<file path="config.mk">
export PLATFORM = sky130hd
export DESIGN_NAME = ultrasonic_ranging_sequencer
export DESIGN_NICKNAME = d
export VERILOG_FILES = /design/src/sv/urs_pkg.sv /design/src/sv/urs_regs.sv /design/src/sv/urs_core.sv /design/src/sv/ultrasonic_ranging_sequencer.sv
export SDC_FILE = /design/constraint.sdc
export NUM_CORES = 1
export LEC_CHECK = 0
export BUFFER_PORTS_ARGS = -buffer_cell sky130_fd_sc_hd__buf_2
export CAP_MARGIN = 20
export CORE_MARGIN = 2
export CORE_UTILIZATION = 54
export DETAILED_ROUTE_END_ITERATION = 8
export PLACE_DENSITY = 0.69
export SETUP_SLACK_MARGIN = 0.05
export SLEW_MARGIN = 20
export SYNTH_ARGS = -nofsm -noshare
export SYNTH_HDL_FRONTEND = slang
export SYNTH_SLANG_ARGS = --single-unit
</file>
<file path="constraint.sdc">
create_clock -name clk -period 9.46 [get_ports clk]
set_input_delay 0.946 -clock clk [delete_from_list [all_inputs] [get_ports clk]]
set_output_delay 0.946 -clock clk [all_outputs]
set_load 0.005 [all_outputs]
</file>
<file path="src/sv/urs_pkg.sv">
// Shared types and constants for the ultrasonic ranging sequencer.
// Used by urs_regs, urs_core and the top level; depends on nothing else.
`default_nettype none
package urs_pkg;

  // Sequencer phases, one-hot.
  typedef enum logic [4:0] {
    PH_IDLE      = 5'b00001,
    PH_WAIT_LOW  = 5'b00010,
    PH_TRIG_LOW  = 5'b00100,
    PH_TRIG_HIGH = 5'b01000,
    PH_WAIT_ECHO = 5'b10000
  } phase_t;

  // Measurement status codes.
  localparam logic [2:0] ST_OK       = 3'd0;
  localparam logic [2:0] ST_STUCK    = 3'd1;
  localparam logic [2:0] ST_TIMEOUT  = 3'd2;
  localparam logic [2:0] ST_TOO_NEAR = 3'd3;
  localparam logic [2:0] ST_TOO_FAR  = 3'd4;

  // Register indexes (byte address divided by four).
  localparam logic [2:0] REG_ECHO_LOW_WAIT = 3'd0;
  localparam logic [2:0] REG_TRIG_LOW      = 3'd1;
  localparam logic [2:0] REG_TRIG_HIGH     = 3'd2;
  localparam logic [2:0] REG_ECHO_WAIT     = 3'd3;
  localparam logic [2:0] REG_SOUND_SPEED   = 3'd4;
  localparam logic [2:0] REG_MIN_RANGE     = 3'd5;
  localparam logic [2:0] REG_MAX_RANGE     = 3'd6;

  localparam int ADDR_W = 5;
  localparam int DATA_W = 32;

  typedef struct packed {
    logic [15:0] echo_low_wait_limit;
    logic [7:0]  trigger_low_time;
    logic [7:0]  trigger_high_time;
    logic [15:0] echo_wait_limit;
    logic [15:0] sound_speed_q16;
    logic [11:0] min_range_cm;
    logic [11:0] max_range_cm;
  } cfg_t;

  typedef struct packed {
    logic        trigger_level;
    logic        busy_res;
    logic        done_res;
    logic [2:0]  status;
    logic [15:0] pulse_width_us;
    logic [15:0] distance_q4;
  } res_t;

endpackage
`default_nettype wire

</file>
<file path="src/sv/urs_regs.sv">
// Configuration register file with an APB-style write/read port.
// Depends on urs_pkg for the register indexes and the cfg_t layout.
`default_nettype none
module urs_regs (
  input  wire logic                      clk,
  input  wire logic                      rst_n,
  input  wire logic                      psel,
  input  wire logic                      penable,
  input  wire logic                      pwrite,
  input  wire logic [urs_pkg::ADDR_W-1:0] paddr,
  input  wire logic [urs_pkg::DATA_W-1:0] pwdata,
  output logic      [urs_pkg::DATA_W-1:0] prdata,
  output logic                           pready,
  output urs_pkg::cfg_t                  cfg_o
);

  urs_pkg::cfg_t cfg_r;
  urs_pkg::cfg_t cfg_nxt;
  logic [2:0]    idx;
  logic          wr_en;

  assign idx    = paddr[4:2];
  assign pready = 1'b1;
  assign wr_en  = psel & penable & pwrite & pready;
  assign cfg_o  = cfg_r;

  always_comb begin
    cfg_nxt = cfg_r;
    if (wr_en) begin
      case (idx)
        urs_pkg::REG_ECHO_LOW_WAIT: cfg_nxt.echo_low_wait_limit = pwdata[15:0];
        urs_pkg::REG_TRIG_LOW:      cfg_nxt.trigger_low_time    = pwdata[7:0];
        urs_pkg::REG_TRIG_HIGH:     cfg_nxt.trigger_high_time   = pwdata[7:0];
        urs_pkg::REG_ECHO_WAIT:     cfg_nxt.echo_wait_limit     = pwdata[15:0];
        urs_pkg::REG_SOUND_SPEED:   cfg_nxt.sound_speed_q16     = pwdata[15:0];
        urs_pkg::REG_MIN_RANGE:     cfg_nxt.min_range_cm        = pwdata[11:0];
        urs_pkg::REG_MAX_RANGE:     cfg_nxt.max_range_cm        = pwdata[11:0];
        default: ;
      endcase
    end
  end

  always_comb begin
    case (idx)
      urs_pkg::REG_ECHO_LOW_WAIT: prdata = {16'd0, cfg_r.echo_low_wait_limit};
      urs_pkg::REG_TRIG_LOW:      prdata = {24'd0, cfg_r.trigger_low_time};
      urs_pkg::REG_TRIG_HIGH:     prdata = {24'd0, cfg_r.trigger_high_time};
      urs_pkg::REG_ECHO_WAIT:     prdata = {16'd0, cfg_r.echo_wait_limit};
      urs_pkg::REG_SOUND_SPEED:   prdata = {16'd0, cfg_r.sound_speed_q16};
      urs_pkg::REG_MIN_RANGE:     prdata = {20'd0, cfg_r.min_range_cm};
      urs_pkg::REG_MAX_RANGE:     prdata = {20'd0, cfg_r.max_range_cm};
      default:                    prdata = '0;
    endcase
  end

  always_ff @(posedge clk) begin
    if (!rst_n) begin
      cfg_r.echo_low_wait_limit <= 16'd30000;
      cfg_r.trigger_low_time    <= 8'd2;
      cfg_r.trigger_high_time   <= 8'd20;
      cfg_r.echo_wait_limit     <= 16'd30000;
      cfg_r.sound_speed_q16     <= 16'd2248;
      cfg_r.min_range_cm        <= 12'd25;
      cfg_r.max_range_cm        <= 12'd450;
    end else begin
      cfg_r <= cfg_nxt;
    end
  end

endmodule
`default_nettype wire

</file>
<file path="src/sv/urs_core.sv">
// Ranging sequencer state and per-tick step logic: phase machine, saturating
// counters, width-to-distance product and classification. Depends on urs_pkg.
`default_nettype none
module urs_core #(
  parameter int COUNT_BITS = 16
) (
  input  wire logic          clk,
  input  wire logic          rst_n,
  input  wire logic          step_i,
  input  wire logic          start_i,
  input  wire logic          echo_i,
  input  wire urs_pkg::cfg_t cfg_i,
  output urs_pkg::res_t      res_o
);

  localparam int CW  = (COUNT_BITS > 16) ? COUNT_BITS : 16;
  localparam int PW  = COUNT_BITS + 16;
  localparam int PCW = (PW > 29) ? PW : 29;
  localparam logic [COUNT_BITS-1:0] CNT_MAX = '1;

  urs_pkg::phase_t         phase_r, phase_nxt;
  logic [COUNT_BITS-1:0]   phase_timer_r, phase_timer_nxt;
  logic [COUNT_BITS-1:0]   since_trigger_r, since_trigger_nxt;
  logic [COUNT_BITS-1:0]   width_count_r, width_count_nxt;
  logic                    echo_seen_r, echo_seen_nxt;

  logic [PW-1:0]           prod;
  logic [PCW-1:0]          prod_e;
  logic [PCW-1:0]          dist_full;
  logic [15:0]             dist_sat;
  logic [15:0]             pw_sat;
  logic [2:0]              range_status;

  function automatic logic [COUNT_BITS-1:0] count_up(input logic [COUNT_BITS-1:0] v);
    return (v == CNT_MAX) ? CNT_MAX : v + 1'b1;
  endfunction

  // A counter pinned at its maximum counts as expired whatever the limit.
  function automatic logic expired(input logic [COUNT_BITS-1:0] v, input logic [15:0] lim);
    logic [CW-1:0] ve;
    logic [CW-1:0] le;
    ve = CW'(v);
    le = CW'(lim);
    return (ve >= le) || (v == CNT_MAX);
  endfunction

  // The finishing tick has echo low, so the stored width is the final width.
  assign prod      = PW'(width_count_r) * PW'(cfg_i.sound_speed_q16);
  assign prod_e    = PCW'(prod);
  assign dist_full = prod_e >> 13;
  assign dist_sat  = (dist_full > PCW'(16'hFFFF)) ? 16'hFFFF : dist_full[15:0];
  assign pw_sat    = (CW'(width_count_r) > CW'(16'hFFFF)) ? 16'hFFFF
                                                          : 16'(CW'(width_count_r));

  always_comb begin
    if (prod_e < (PCW'(cfg_i.min_range_cm) << 17)) begin
      range_status = urs_pkg::ST_TOO_NEAR;
    end else if (prod_e > (PCW'(cfg_i.max_range_cm) << 17)) begin
      range_status = urs_pkg::ST_TOO_FAR;
    end else begin
      range_status = urs_pkg::ST_OK;
    end
  end

  always_comb begin
    phase_nxt         = phase_r;
    phase_timer_nxt   = phase_timer_r;
    since_trigger_nxt = since_trigger_r;
    width_count_nxt   = width_count_r;
    echo_seen_nxt     = echo_seen_r;
    res_o             = '0;

    // The tick that takes the start request is also the first echo-low sample.
    if (phase_r == urs_pkg::PH_IDLE && start_i) begin
      phase_nxt       = urs_pkg::PH_WAIT_LOW;
      phase_timer_nxt = '0;
    end

    case (phase_nxt)
      urs_pkg::PH_IDLE: ;
      urs_pkg::PH_WAIT_LOW: begin
        if (!echo_i) begin
          phase_timer_nxt = '0;
          phase_nxt = (cfg_i.trigger_low_time != 8'd0) ? urs_pkg::PH_TRIG_LOW
                                                       : urs_pkg::PH_TRIG_HIGH;
        end else begin
          phase_timer_nxt = count_up(phase_timer_nxt);
          if (expired(phase_timer_nxt, cfg_i.echo_low_wait_limit)) begin
            res_o.done_res = 1'b1;
            res_o.status   = urs_pkg::ST_STUCK;
            phase_nxt      = urs_pkg::PH_IDLE;
          end
        end
      end
      urs_pkg::PH_TRIG_LOW: begin
        phase_timer_nxt = count_up(phase_timer_nxt);
        if (expired(phase_timer_nxt, {8'd0, cfg_i.trigger_low_time})) begin
          phase_timer_nxt = '0;
          phase_nxt       = urs_pkg::PH_TRIG_HIGH;
        end
      end
      urs_pkg::PH_TRIG_HIGH: begin
        res_o.trigger_level = 1'b1;
        phase_timer_nxt     = count_up(phase_timer_nxt);
        if (expired(phase_timer_nxt, {8'd0, cfg_i.trigger_high_time})) begin
          phase_timer_nxt   = '0;
          since_trigger_nxt = '0;
          width_count_nxt   = '0;
          echo_seen_nxt     = 1'b0;
          phase_nxt         = urs_pkg::PH_WAIT_ECHO;
        end
      end
      urs_pkg::PH_WAIT_ECHO: begin
        since_trigger_nxt = count_up(since_trigger_r);
        if (echo_i) begin
          echo_seen_nxt   = 1'b1;
          width_count_nxt = count_up(width_count_r);
        end
        // The falling edge of the echo wins over a timeout on the same tick.
        if (!echo_i && echo_seen_r) begin
          res_o.done_res       = 1'b1;
          res_o.pulse_width_us = pw_sat;
          res_o.distance_q4    = dist_sat;
          res_o.status         = range_status;
          phase_nxt            = urs_pkg::PH_IDLE;
        end else if (expired(since_trigger_nxt, cfg_i.echo_wait_limit)) begin
          res_o.done_res = 1'b1;
          res_o.status   = urs_pkg::ST_TIMEOUT;
          phase_nxt      = urs_pkg::PH_IDLE;
        end
      end
      default: phase_nxt = urs_pkg::PH_IDLE;
    endcase

    res_o.busy_res = (phase_nxt != urs_pkg::PH_IDLE);
  end

  always_ff @(posedge clk) begin
    if (!rst_n) begin
      phase_r         <= urs_pkg::PH_IDLE;
      phase_timer_r   <= '0;
      since_trigger_r <= '0;
      width_count_r   <= '0;
      echo_seen_r     <= 1'b0;
    end else if (step_i) begin
      phase_r         <= phase_nxt;
      phase_timer_r   <= phase_timer_nxt;
      since_trigger_r <= since_trigger_nxt;
      width_count_r   <= width_count_nxt;
      echo_seen_r     <= echo_seen_nxt;
    end
  end

endmodule
`default_nettype wire

</file>
<file path="src/sv/ultrasonic_ranging_sequencer.sv">
// Ultrasonic ranging sequencer, top level: input register, step core,
// result register and configuration registers. Depends on urs_pkg,
// urs_regs and urs_core.
//
// Usage: each transfer on the in_ channel is one microsecond tick of pin
// sampling (start request and echo level). Every input transfer yields
// exactly one result transfer on the out_ channel, carrying the trigger
// level to drive, busy and done flags, status, pulse width and distance.
// Throughput is one tick per clock cycle while out_tready stays high;
// the phase machine and its counters advance once per tick in a single
// pass between the input register and the result register, which
// drives out_tvalid. A stall on out_tready holds the result; the input
// register still takes one more tick, after which in_tready drops
// until the result is taken, so nothing is lost or repeated.
// Configuration goes through the cfg_ APB-style port, registers at byte
// address 4*i; writes are meant for when the sequencer is idle.
// Reset (rst_n low, synchronous) empties both registers, returns the
// sequencer to idle with cleared counters and loads default settings.
`default_nettype none
module ultrasonic_ranging_sequencer #(
  parameter int COUNT_BITS = 16
) (
  input  wire logic                       clk,
  input  wire logic                       rst_n,
  input  wire logic                       in_tvalid,
  output logic                            in_tready,
  // in_tdata: [0] start_req, [1] echo_level, [7:2] zero
  input  wire logic [7:0]                 in_tdata,
  output logic                            out_tvalid,
  input  wire logic                       out_tready,
  // out_tdata: [0] trigger_level, [1] busy_res, [2] done_res, [5:3] status,
  // [21:6] pulse_width_us, [37:22] distance_q4, [39:38] zero
  output logic      [39:0]                out_tdata,
  input  wire logic                       cfg_psel,
  input  wire logic                       cfg_penable,
  input  wire logic                       cfg_pwrite,
  input  wire logic [urs_pkg::ADDR_W-1:0] cfg_paddr,
  input  wire logic [urs_pkg::DATA_W-1:0] cfg_pwdata,
  output logic      [urs_pkg::DATA_W-1:0] cfg_prdata,
  output logic                            cfg_pready
);

  urs_pkg::cfg_t cfg;
  urs_pkg::res_t res;
  urs_pkg::res_t res_r;

  logic in_valid_r, in_valid_nxt;
  logic start_r;
  logic echo_r;
  logic out_valid_r, out_valid_nxt;
  logic out_free;
  logic step;
  logic in_xfer;

  urs_regs u_regs (
    .clk     (clk),
    .rst_n   (rst_n),
    .psel    (cfg_psel),
    .penable (cfg_penable),
    .pwrite  (cfg_pwrite),
    .paddr   (cfg_paddr),
    .pwdata  (cfg_pwdata),
    .prdata  (cfg_prdata),
    .pready  (cfg_pready),
    .cfg_o   (cfg)
  );

  urs_core #(
    .COUNT_BITS (COUNT_BITS)
  ) u_core (
    .clk     (clk),
    .rst_n   (rst_n),
    .step_i  (step),
    .start_i (start_r),
    .echo_i  (echo_r),
    .cfg_i   (cfg),
    .res_o   (res)
  );

  assign out_free  = !out_valid_r || out_tready;
  assign step      = in_valid_r && out_free;
  assign in_tready = !in_valid_r || step;
  assign in_xfer   = in_tvalid && in_tready;

  always_comb begin
    in_valid_nxt = in_valid_r;
    if (in_xfer) begin
      in_valid_nxt = 1'b1;
    end else if (step) begin
      in_valid_nxt = 1'b0;
    end
  end

  always_comb begin
    out_valid_nxt = out_valid_r;
    if (step) begin
      out_valid_nxt = 1'b1;
    end else if (out_tready) begin
      out_valid_nxt = 1'b0;
    end
  end

  always_ff @(posedge clk) begin
    if (!rst_n) begin
      in_valid_r  <= 1'b0;
      out_valid_r <= 1'b0;
    end else begin
      in_valid_r  <= in_valid_nxt;
      out_valid_r <= out_valid_nxt;
    end
  end

  always_ff @(posedge clk) begin
    if (in_xfer) begin
      start_r <= in_tdata[0];
      echo_r  <= in_tdata[1];
    end
    if (step) begin
      res_r <= res;
    end
  end

  assign out_tvalid = out_valid_r;
  assign out_tdata  = {2'b00, res_r.distance_q4, res_r.pulse_width_us, res_r.status,
                       res_r.done_res, res_r.busy_res, res_r.trigger_level};

endmodule
`default_nettype wire

</file>
==> summary.md <==
| Metric | Value |
|---|---|
| Status | `completed` |
| Clock slew at reported path FFs | `0.08 ns` |
| Design Power | `1.68 mW` |
| Count leader, synth | `nand2_1` |
| Layout cells sized above 1 | `8.24%` |
| Tmin final | `8.56 ns` |
| Die W | `194 um` |
| Reg2reg path depth | `27` |
| CP Capture Point | `out_tdata[5]$_DFFE_PP_` |
| Dominant synthesized flop cell | `dfxtp_1` |
| Final setup violation count | `0` |
| Worst min path class | `reg2reg` |
| Core area | `35,500 sq um` |
| Layout Area Growth over Synthesis | `6.78%` |
| CTS Buf Count | `17` |
| Post-synth EDFFs | `40` |
| Cell count after synthesis | `2,304` |
| DPL Wire Length | `40,700 um` |
| R2R Path End | `out_tdata[5]$_DFFE_PP_` |
| Fill cells | `3,174` |
| Max clock buf depth | `2` |
| WP data arrival | `8.75 ns` |
| Yosys reg bits | `184` |
| Commonest cells post-synth | `nand2_1 (344), inv_1 (320), fa_1 (194)` |
| Routed length per placed instance | `19.1 um` |
| CP Max Fanout | `23` |
| Die span in y | `194 um` |
| Root Buffer | `clkbuf_16` |
| Critical R2R Launch | `u_core.width_count_r[6]$_SDFFE_PN0P_` |
| Setup TNS | `0 ns` |
| Grt ovf | `0` |
| Maximum VDD drop | `0.102 mV` |
| Final slew viol count | `0` |
| Area leader, netlist | `fa_1` |
| Sequential area share after synthesis | `21.0%` |
| GRT Util Overall | `28.9%` |
| Effective utilization at floorplan | `54.8%` |
| Initial antenna violation count | `1` |
| Critical Path RT | `9.64 ns` |
| Row count | `69` |
| CTS tree | `done` |
| Wirelength, routed | `53,300 um` |
| CP Launch Type | `register` |
| Unrepaired setup endpoints after global routing | `no` |
| Transition time of the tightest slew-check pin | `0.975 ns` |
| Pleak | `9.65 nW` |
| Die area | `37,500 sq um` |
| Ranking of synthesized cells by area | `fa_1 (20%), dfxtp_1 (15%), ha_1 (11%)` |
| Hold_buf cts | `0` |
| Resize count post-CTS | `0` |
| Setup crit start | `u_core.width_count_r[6]$_SDFFE_PN0P_` |
| Syn Std Cell Area | `19,400 sq um` |
| Max Cap Violations | `0` |
| Worst-Skew Late Latency | `0.45 ns` |
| Synth top area share | `20.0%` |
| Worst Hold Slack | `0.463 ns` |
| Nets | `2,741` |
| Placer Congestion | `0.960` |
| Setup bufs post-CTS | `0` |
| Cell Count, Final, Fillers Out | `2,791` |
| R2r setup slk | `0.90 ns` |
| First-pass GRT wire length | `87,200 um` |
| Drt pass-1 iters | `5` |
| Cell total after placement | `2,759` |
| Slew HR | `34.9%` |
| Power per cell area | `80.9 nW/um^2` |
| Cell variety after synth | `86` |
| H-Tree Depth | `4` |
| Ys async rst share | `0%` |
| Drt first-iter violations | `1,121` |
| Synth Warn # | `0` |
| Fmax achieved | `117 MHz` |
| Final Core Density | `58.5%` |
| Final Hold Vio Count | `0` |
| Io pins | `127` |
| DRC | `0` |
| Port Buf Inserts | `83` |
| Detail Route Antenna Nets | `0` |
| Largest net degree at the start of global routing | `78` |
| Clock Sink Count | `184` |
| Avg Cell Area, Syn | `8.44 sq um` |
| Final Skew | `0.0165 ns` |
| # diodes | `0` |
| Vias per inst | `5.80` |
| Via count | `16,200` |
| Final Cycle Share | `90.5%` |
| CP endpoint kind | `register` |
| Crit Path Class | `reg2reg` |
| Vias in the first global route | `16,800` |
## placed cells by master (no fill, tap or decap), types with 11 or more instances in the layout
cell / n
nand2_1: 344
inv_1: 318
fa_1: 194
ha_1: 178
dfxtp_1: 144
and2_1: 141
a21oi_1: 129
nor2_1: 100
buf_2: 83
o21ai_0: 81
nand3_1: 40
mux2i_1: 40
edfxtp_1: 40
o21a_1: 37
buf_4: 37
and3_1: 33
o211ai_1: 28
nor3_1: 24
xnor2_1: 23
nand4_1: 21
a21o_1: 19
conb_1: 19
xor2_1: 18
a211oi_1: 17
clkbuf_16: 17
a22o_1: 16
nand2b_1: 14
nor2b_1: 13
a31oi_1: 13
a22oi_1: 11
## metal layers
layer	global-route usage [%]	vias up	wire, um
li1	-	7573	-
met1	35.9	7954	21500
met2	50.7	546	26500
met3	3.41	123	3010
met4	12.5	2	2270
met5	0	-	13
## cells by family after synthesis
kind of cell | Yosys count | share of synthesized area [%]
buffers and inverters | 463 | 9.53
muxes | 50 | 2.99
adders and majority gates | 372 | 31.4
and+or+nand+nor | 781 | 19.5
DFF | 184 | 21.0
AOI/OAI and AO/OA | 410 | 13.5
other | 2 | 0.0386
xor gates and xnor gates | 42 | 1.93
## flip-flops by register name, summed over array words and instances, names as in the netlist
signal and count:
out_tdata 38, out_tvalid 1, u_core.width_count_r 16, start_r 1, echo_r 1, in_valid_r 1, u_core.phase_r 5, u_core.phase_timer_r 16
u_regs.cfg_o 88, u_core.since_trigger_r 16, u_core.echo_seen_r 1
## through the flow
stage	instance area, sq um	setup slack, ns
after floorplan	19500	1.83
after global placement	20100	1.08
after detailed placement	20100	0.962
after CTS	20800	0.926
after global routing	20800	0.460
final	20800	0.898
## worst max-delay path, stage by stage (launching register included)
cell and delay, ns:
dfxtp_1 0.96, nand2_1 0.19, fa_1 0.59, inv_1 0.06, fa_1 0.52, fa_1 0.45, fa_1 0.54, fa_1 0.55
inv_1 0.06, fa_1 0.53, inv_1 0.04, ha_1 0.38, a21o_1 0.24, a2111oi_0 0.40, o21ai_1 0.21, a311o_1 0.36
a31o_2 0.24, a21oi_1 0.18, xnor2_1 0.16, ha_1 0.33, and3_1 0.15, nand3_1 0.13, a211oi_1 0.23, and4_1 0.21
nand4_1 0.09, and4b_1 0.27, a311o_1 0.15, a21oi_1 0.06
## final cells by class
cell class / count / area [sq um] / area share (%)
well taps: 461 / 577 / 2.78
clock buffers: 17 / 425 / 2.05
clock inverters: 15 / 193 / 0.928
inverters: 320 / 1200 / 5.79
flip-flops and latches: 184 / 4080 / 19.7
repair buffers: 120 / 693 / 3.34
multi-input cells: 1674 / 13600 / 65.4
## how the worst min path moves through the flow
stage / slack (ns) / from / cells after the start / to
6_report: 0.46 / u_regs.cfg_o[73]$_SDFFE_PN0P_ / 2 / u_regs.cfg_o[73]$_SDFFE_PN0P_
3_5_place_dp: 0.45 / u_regs.cfg_o[79]$_SDFFE_PN0P_ / 2 / u_regs.cfg_o[79]$_SDFFE_PN0P_
5_1_grt: 0.48 / u_regs.cfg_o[73]$_SDFFE_PN0P_ / 2 / u_regs.cfg_o[73]$_SDFFE_PN0P_
2_1_floorplan: 0.44 / u_regs.cfg_o[41]$_SDFFE_PN0P_ / 2 / u_regs.cfg_o[41]$_SDFFE_PN0P_
3_3_place_gp: 0.44 / u_regs.cfg_o[46]$_SDFFE_PN0P_ / 2 / u_regs.cfg_o[46]$_SDFFE_PN0P_
4_1_cts: 0.46 / u_regs.cfg_o[79]$_SDFFE_PN0P_ / 2 / u_regs.cfg_o[79]$_SDFFE_PN0P_
## report_power, final
part	switching [mW]	internal, mW	total, mW
logic	0.0752	0.0325	0.108
clock network	0.385	0.363	0.748
registers	0.0105	0.812	0.823
total	0.471	1.21	1.68
No activity file was read; power rests on OpenSTA's default activity.
